==> src/rtl/core/utf8d_pkg.sv <==
package utf8d_pkg;

  localparam int unsigned ByteW  = 8;
  localparam int unsigned CpW    = 21;
  localparam int unsigned CountW = 3;
  localparam int unsigned RemW   = 2;

  localparam logic [CpW-1:0] ReplacementCp = 21'h00FFFD;

  typedef struct packed {
    logic [ByteW-1:0] data_byte;
    logic             end_of_string;
  } in_item_t;

  typedef struct packed {
    logic [CpW-1:0]    code_point;
    logic [CountW-1:0] byte_count;
    logic              truncated;
    logic              string_end;
  } out_item_t;

  // lead byte classes
  typedef enum logic [1:0] {
    LeadSingle = 2'd0,
    LeadTwo    = 2'd1,
    LeadThree  = 2'd2,
    LeadFour   = 2'd3
  } lead_e;

  function automatic lead_e classify_lead(input logic [ByteW-1:0] b);
    lead_e cls;
    if (b[7] == 1'b0) begin
      cls = LeadSingle;
    end else if (b[7:5] == 3'b110) begin
      cls = LeadTwo;
    end else if (b[7:4] == 4'b1110) begin
      cls = LeadThree;
    end else if (b[7:3] == 5'b11110) begin
      cls = LeadFour;
    end else begin
      // stray continuation or 0xF8 and above: passed out as is
      cls = LeadSingle;
    end
    return cls;
  endfunction

endpackage

==> src/rtl/core/utf8_stream_decoder_top.sv <==
// An accepted item is held in the input register, and its result is loaded into the
// output register (decode runs from the input register into the result register).
// Throughput: one byte per cycle while the output does not stall, limited by the single decode stage.
// Bytes that only extend a sequence produce no result.
// Reset (rst_ni low, asynchronous) empties both registers and returns the
// decoder to idle with no sequence in progress.
module utf8_stream_decoder_top (
  input  logic                 clk_i,
  input  logic                 rst_ni,
  input  logic                 in_valid_i,
  output logic                 in_stall_o,
  input  utf8d_pkg::in_item_t  in_item_i,
  output logic                 out_valid_o,
  input  logic                 out_stall_i,
  output utf8d_pkg::out_item_t out_item_o
);
  import utf8d_pkg::*;

  logic      out_ready;
  logic      advance;
  in_item_t  held_item;
  logic      res_valid;
  out_item_t res;

  utf8d_in_stage u_in_stage (
    .clk_i       (clk_i),
    .rst_ni      (rst_ni),
    .in_valid_i  (in_valid_i),
    .in_stall_o  (in_stall_o),
    .in_item_i   (in_item_i),
    .down_ready_i(out_ready),
    .advance_o   (advance),
    .item_o      (held_item)
  );

  utf8d_decode u_decode (
    .clk_i      (clk_i),
    .rst_ni     (rst_ni),
    .advance_i  (advance),
    .item_i     (held_item),
    .res_valid_o(res_valid),
    .res_o      (res)
  );

  utf8d_out_stage u_out_stage (
    .clk_i      (clk_i),
    .rst_ni     (rst_ni),
    .load_i     (advance),
    .res_valid_i(res_valid),
    .res_i      (res),
    .ready_o    (out_ready),
    .out_valid_o(out_valid_o),
    .out_stall_i(out_stall_i),
    .out_item_o (out_item_o)
  );

endmodule

==> src/rtl/core/utf8d_in_stage.sv <==
module utf8d_in_stage (
  input  logic                clk_i,
  input  logic                rst_ni,
  input  logic                in_valid_i,
  output logic                in_stall_o,
  input  utf8d_pkg::in_item_t in_item_i,
  input  logic                down_ready_i,
  output logic                advance_o,
  output utf8d_pkg::in_item_t item_o
);
  import utf8d_pkg::*;

  logic     valid_q, valid_d;
  in_item_t item_q;
  logic     take;

  assign in_stall_o = valid_q && !down_ready_i;
  assign take       = in_valid_i && !in_stall_o;
  assign advance_o  = valid_q && down_ready_i;
  assign item_o     = item_q;

  always_comb begin
    valid_d = valid_q;
    if (take) begin
      valid_d = 1'b1;
    end else if (advance_o) begin
      valid_d = 1'b0;
    end
  end

  always_ff @(posedge clk_i or negedge rst_ni) begin
    if (!rst_ni) begin
      valid_q <= 1'b0;
    end else begin
      valid_q <= valid_d;
    end
  end

  always_ff @(posedge clk_i) begin
    if (take) begin
      item_q <= in_item_i;
    end
  end

endmodule

==> src/rtl/core/utf8d_decode.sv <==
module utf8d_decode (
  input  logic                 clk_i,
  input  logic                 rst_ni,
  input  logic                 advance_i,
  input  utf8d_pkg::in_item_t  item_i,
  output logic                 res_valid_o,
  output utf8d_pkg::out_item_t res_o
);
  import utf8d_pkg::*;

  logic [CpW-1:0]    partial_q, partial_d;
  logic [RemW-1:0]   rem_q, rem_d;
  logic [CountW-1:0] len_q, len_d;

  logic [ByteW-1:0]  b;
  logic              eos;
  lead_e             cls;
  logic [CpW-1:0]    shifted;
  logic [RemW-1:0]   rem_dec;

  assign b       = item_i.data_byte;
  assign eos     = item_i.end_of_string;
  assign cls     = classify_lead(b);
  assign shifted = {partial_q[CpW-7:0], b[5:0]};
  assign rem_dec = rem_q - RemW'(1);

  always_comb begin
    partial_d   = partial_q;
    rem_d       = rem_q;
    len_d       = len_q;
    res_valid_o = 1'b0;
    res_o       = '{code_point: CpW'(b), byte_count: CountW'(1),
                    truncated: 1'b0, string_end: eos};
    if (rem_q == '0) begin
      case (cls)
        LeadSingle: begin
          res_valid_o = 1'b1;
        end
        LeadTwo: begin
          partial_d = CpW'(b[4:0]);
          rem_d     = RemW'(1);
          len_d     = CountW'(2);
        end
        LeadThree: begin
          partial_d = CpW'(b[3:0]);
          rem_d     = RemW'(2);
          len_d     = CountW'(3);
        end
        LeadFour: begin
          partial_d = CpW'(b[2:0]);
          rem_d     = RemW'(3);
          len_d     = CountW'(4);
        end
        default: begin
          res_valid_o = 1'b1;
        end
      endcase
      if (cls != LeadSingle && eos) begin
        // multi-byte lead as the last byte
        res_valid_o = 1'b1;
        res_o       = '{code_point: ReplacementCp, byte_count: CountW'(1),
                        truncated: 1'b1, string_end: 1'b1};
        partial_d   = '0;
        rem_d       = '0;
        len_d       = '0;
      end
    end else begin
      partial_d = shifted;
      rem_d     = rem_dec;
      if (rem_dec == '0) begin
        res_valid_o = 1'b1;
        res_o       = '{code_point: shifted, byte_count: len_q,
                        truncated: 1'b0, string_end: eos};
        partial_d   = '0;
        len_d       = '0;
      end else if (eos) begin
        res_valid_o = 1'b1;
        res_o       = '{code_point: ReplacementCp,
                        byte_count: len_q - CountW'(rem_dec),
                        truncated: 1'b1, string_end: 1'b1};
        partial_d   = '0;
        rem_d       = '0;
        len_d       = '0;
      end
    end
  end

  always_ff @(posedge clk_i or negedge rst_ni) begin
    if (!rst_ni) begin
      partial_q <= '0;
      rem_q     <= '0;
      len_q     <= '0;
    end else if (advance_i) begin
      partial_q <= partial_d;
      rem_q     <= rem_d;
      len_q     <= len_d;
    end
  end

  // idle means a cleared sequence state
  assert property (@(posedge clk_i) disable iff (!rst_ni)
    rem_q == '0 |-> (partial_q == '0 && len_q == '0))
    else $error("idle decoder holds stale sequence state");

  assert property (@(posedge clk_i) disable iff (!rst_ni)
    rem_q != '0 |-> (len_q > CountW'(rem_q) && len_q <= CountW'(4)))
    else $error("sequence length inconsistent with bytes remaining");

  assert property (@(posedge clk_i) disable iff (!rst_ni)
    (advance_i && res_valid_o && res_o.truncated) |->
      (res_o.code_point == ReplacementCp && res_o.string_end))
    else $error("truncated item without replacement code point");

  assert property (@(posedge clk_i) disable iff (!rst_ni)
    (advance_i && rem_q != '0 && !item_i.end_of_string && rem_q != RemW'(1)) |=>
      (rem_q == $past(rem_q) - RemW'(1)))
    else $error("continuation byte did not count down");

endmodule

==> src/rtl/core/utf8d_out_stage.sv <==
module utf8d_out_stage (
  input  logic                 clk_i,
  input  logic                 rst_ni,
  input  logic                 load_i,
  input  logic                 res_valid_i,
  input  utf8d_pkg::out_item_t res_i,
  output logic                 ready_o,
  output logic                 out_valid_o,
  input  logic                 out_stall_i,
  output utf8d_pkg::out_item_t out_item_o
);
  import utf8d_pkg::*;

  logic      valid_q, valid_d;
  out_item_t item_q;
  logic      fill;

  assign ready_o     = !valid_q || !out_stall_i;
  assign fill        = load_i && res_valid_i;
  assign out_valid_o = valid_q;
  assign out_item_o  = item_q;

  always_comb begin
    valid_d = valid_q;
    if (fill) begin
      valid_d = 1'b1;
    end else if (!out_stall_i) begin
      valid_d = 1'b0;
    end
  end

  always_ff @(posedge clk_i or negedge rst_ni) begin
    if (!rst_ni) begin
      valid_q <= 1'b0;
    end else begin
      valid_q <= valid_d;
    end
  end

  always_ff @(posedge clk_i) begin
    if (fill) begin
      item_q <= res_i;
    end
  end

endmodule
==> config.mk <==
export PLATFORM = sky130hd
export DESIGN_NAME = utf8_stream_decoder_top
export DESIGN_NICKNAME = d
export VERILOG_FILES = /design/src/rtl/core/utf8d_pkg.sv /design/src/rtl/core/utf8_stream_decoder_top.sv /design/src/rtl/core/utf8d_in_stage.sv /design/src/rtl/core/utf8d_decode.sv /design/src/rtl/core/utf8d_out_stage.sv
export SDC_FILE = /design/constraint.sdc
export NUM_CORES = 1
export LEC_CHECK = 0
export ABC_AREA = 1
export BUFFER_PORTS_ARGS = -buffer_cell sky130_fd_sc_hd__buf_2
export CAP_MARGIN = 20
export CORE_MARGIN = 5
export CORE_UTILIZATION = 59
export CTS_CLUSTER_DIAMETER = 120
export DETAILED_ROUTE_END_ITERATION = 6
export HOLD_SLACK_MARGIN = 0.12
export PLACE_DENSITY = 0.83
export REMOVE_ABC_BUFFERS = 1
export SYNTH_ARGS = -nofsm -noshare
export SYNTH_HDL_FRONTEND = slang
export SYNTH_SLANG_ARGS = --single-unit
==> constraint.sdc <==
create_clock -name clk_i -period 6.4 [get_ports clk_i]
set_input_delay 1.28 -clock clk_i [delete_from_list [all_inputs] [get_ports clk_i]]
set_output_delay 1.28 -clock clk_i [all_outputs]
set_load 0.005 [all_outputs]
==> impl_metrics.env <==
export IMPL_cts_hold_repair_buffers=0
export IMPL_final_area_um2=2890
export IMPL_leakage_nw=1.35
export IMPL_grt_total_usage_pct=20.3
export IMPL_async_flop_share_pct=38.6
export IMPL_nets=297
export IMPL_place_inst=318
export IMPL_cp_arrival_ps=1680
export IMPL_cts_max_level=3
export IMPL_yosys_area_top_type_share_pct=42.4
export IMPL_clock_fmax_mhz=337
export IMPL_synth_edf_count=35
export IMPL_cts_resized_gates=0
export IMPL_antenna_found_initial=0
export IMPL_holdCritPathClass="reg -> reg"
export IMPL_hold_viol_final=0
export IMPL_critPathBufInv=2
export IMPL_rows=23
export IMPL_yosys_register_bits=57
export IMPL_gp_congestion=0.852
export IMPL_fillers=302
export IMPL_critPathRequiredTime_ps=5120
export IMPL_placed_area_um2=2700
export IMPL_clk_pin_slew_worst_paths_ps=60
export IMPL_start_kind="primary input"
export IMPL_ir_worst_vdd_mv=0.274
export IMPL_cts_sinks=57
export IMPL_fin_crit_sh_pct=46.3
export IMPL_synth_most_common_cell="nand2_1"
export IMPL_yosysWarnings=0
export IMPL_die_w_um=74.8
export IMPL_r2r_cells=7
export IMPL_wl_um=4830
export IMPL_synth_flop_cell="edfxtp_1"
export IMPL_synth_common_cells="nand2_1, edfxtp_1, inv_1"
export IMPL_crit_path_max_fanout=3
export IMPL_fin_skew_ps=6.41
export IMPL_critical_path_max_stage_delay_ps=130
export IMPL_syn_inst=236
export IMPL_cp_cell_sequence="buf_2 > nand2_1 > nor2_1 > buf_2"
export IMPL_relSlewSlack_pct=61.4
export IMPL_grt_overflow=0
export IMPL_root_buffer="clkbuf_8"
export IMPL_min_to="u_decode.partial_q[0]$_DFFE_PN0P_"
export IMPL_avgSynthCellArea_um2=10.5
export IMPL_netlist_cell_type_count=28
export IMPL_insertion_delay_ps=330
export IMPL_grt_pass1_wl_um=8060
export IMPL_syn_area_um2=2480
export IMPL_powerDensity_nw_per_um2=466
export IMPL_rsz0062_at_grt="false"
export IMPL_n_antenna_cell=0
export IMPL_grt_start_max_net_pins=31
export IMPL_port_buffers=40
export IMPL_layout_drive_gt1_share_pct=24.6
export IMPL_run_status="complete, no violations"
export IMPL_core_um2=4030
export IMPL_cts_tree="done"
export IMPL_path_class="in -> out"
export IMPL_first_iter_violations=121
export IMPL_postCtsSetupBuffers=0
export IMPL_ys_top_cells_by_area="edfxtp_1, dfrtp_1, nand2_1, o21ai_0, inv_1"
export IMPL_r2r_end="u_out_stage.out_item_o[2]$_SDFFCE_PP1P_"
export IMPL_dieHeight_um=74.8
export IMPL_r2r_start="u_decode.rem_q[0]$_DFFE_PN0P_"
export IMPL_maxSlewViolCount=0
export IMPL_wire_per_inst_um=14.5
export IMPL_crit_top_cell="buf_2"
export IMPL_reg2reg_slack_ps=3790
export IMPL_drt_antenna_violating_nets=0
export IMPL_drc=0
export IMPL_setup_viol=0
export IMPL_holdPathStages=2
export IMPL_seq_area_frac_synth_pct=64.6
export IMPL_first_global_vias=1712
export IMPL_firstDrtPassIters=4
export IMPL_hp_start="u_in_stage.item_o[1]$_DFFE_PP_"
export IMPL_maxCapViolations=0
export IMPL_finalCriticalPeriod_ps=2960
export IMPL_synth_top_area_cell="edfxtp_1"
export IMPL_worstMarginPinSlew_ps=579
export IMPL_routed_via_count=1767
export IMPL_finalSetupTns_ps=0
export IMPL_avgViaCountPerCell=5.29
export IMPL_area_growth_syn_to_layout_pct=16.6
export IMPL_dp_slack_ps=3440
export IMPL_stdcell_count=334
export IMPL_crit_slowest_cell="buf_2"
export IMPL_cp_end_kind="primary output"
export IMPL_numCtsBuffers=9
export IMPL_cts_max_path_buffers=2
export IMPL_crit_family="buffers and inverters"
export IMPL_dpl_hpwl_um=3260
export IMPL_worst_slack_ps=3440
export IMPL_io_pins=41
export IMPL_die_area_um2=5600
export IMPL_start_util_pct=61.5
layout make-up:
cell class | count | area, um^2 | area share [%]
inverter | 27 | 101 | 3.51
sequential | 57 | 1600 | 55.5
tap | 50 | 62.6 | 2.17
clock buffer | 12 | 145 | 5.03
clock inverter | 4 | 43.8 | 1.52
multi-input combinational | 143 | 726 | 25.1
timing repair buffer | 41 | 208 | 7.19
logic make-up (layout without fill, tap and decap cells):
family	after synthesis	in the layout	synth area share, %
simple gates	103	103	18.0
compound gates	35	35	8.33
buf+inv	36	84	6.16
flops	57	57	64.6
fa+ha+maj	5	5	2.83
layer usage:
metal / up-vias / part of all wire (%) / GRT usage (%)
li1: 855 / - / -
met1: 830 / 39 / 23.7
met2: 68 / 50 / 33.7
met3: 14 / 7.9 / 5.21
met4: 0 / 2.5 / 12.6
met5: - / 0 / 0
placed cells by master, fill, tap and decap left out:
master,count
a21oi_1,3
a31oi_2,1
buf_2,40
buf_4,1
bufinv_16,1
clkbuf_1,2
clkbuf_8,10
clkinv_1,1
clkinv_2,2
dfrtp_1,22
edfxtp_1,35
fa_1,1
ha_1,4
inv_1,23
inv_2,4
nand2_1,74
nand2_2,3
nand3_1,6
nand3_2,2
nand4_1,1
nor2_1,8
nor2_2,3
nor2_4,2
o211ai_1,1
o21ai_0,18
o21ai_1,8
o21ai_4,1
o22a_1,2
o31ai_1,1
or2_0,1
or2_1,3
registers in the layout, summed over array words and instances, names as in the netlist:
signal	flops
u_in_stage.item_o	9
u_decode.partial_q	15
u_out_stage.out_valid_o	1
u_in_stage.valid_q	1
u_decode.len_q	3
u_out_stage.out_item_o	26
u_decode.rem_q	2
power by group:
part | switching (mW) | internal (mW)
sequential | 0.0518 | 0.540
combinational | 0.283 | 0.150
clock | 0.134 | 0.188
total | 0.469 | 0.877
tightest hold or removal path, stage by stage, from the launching register on:
cell and delay, ps:
edfxtp_1 350, nand2_1 60, nand2_1 50
metrics by stage:
step / hold WS [ps] / util [%] / total power [mW]
finish: 492 / 71.7 / 1.35
global route: 534 / 71.7 / 1.45
CTS: 494 / 71.7 / 1.36
detailed placement: 478 / 67.0 / 1.03
global placement: 450 / 67.0 / 1.01
floorplan: 435 / - / 0.869
worst max-delay path by stage:
| stage | to | cells after the start | from |
|---|---|---|---|
| 2_1_floorplan | u_out_stage.out_item_o[0]$_DFFE_PP_ | 5 | out_stall_i |
| 3_3_place_gp | in_stall_o | 4 | out_stall_i |
| 3_5_place_dp | in_stall_o | 4 | out_stall_i |
| 4_1_cts | in_stall_o | 4 | out_stall_i |
| 5_1_grt | in_stall_o | 4 | out_stall_i |
| 6_report | in_stall_o | 4 | out_stall_i |
Power figures use the tool's default switching activity.
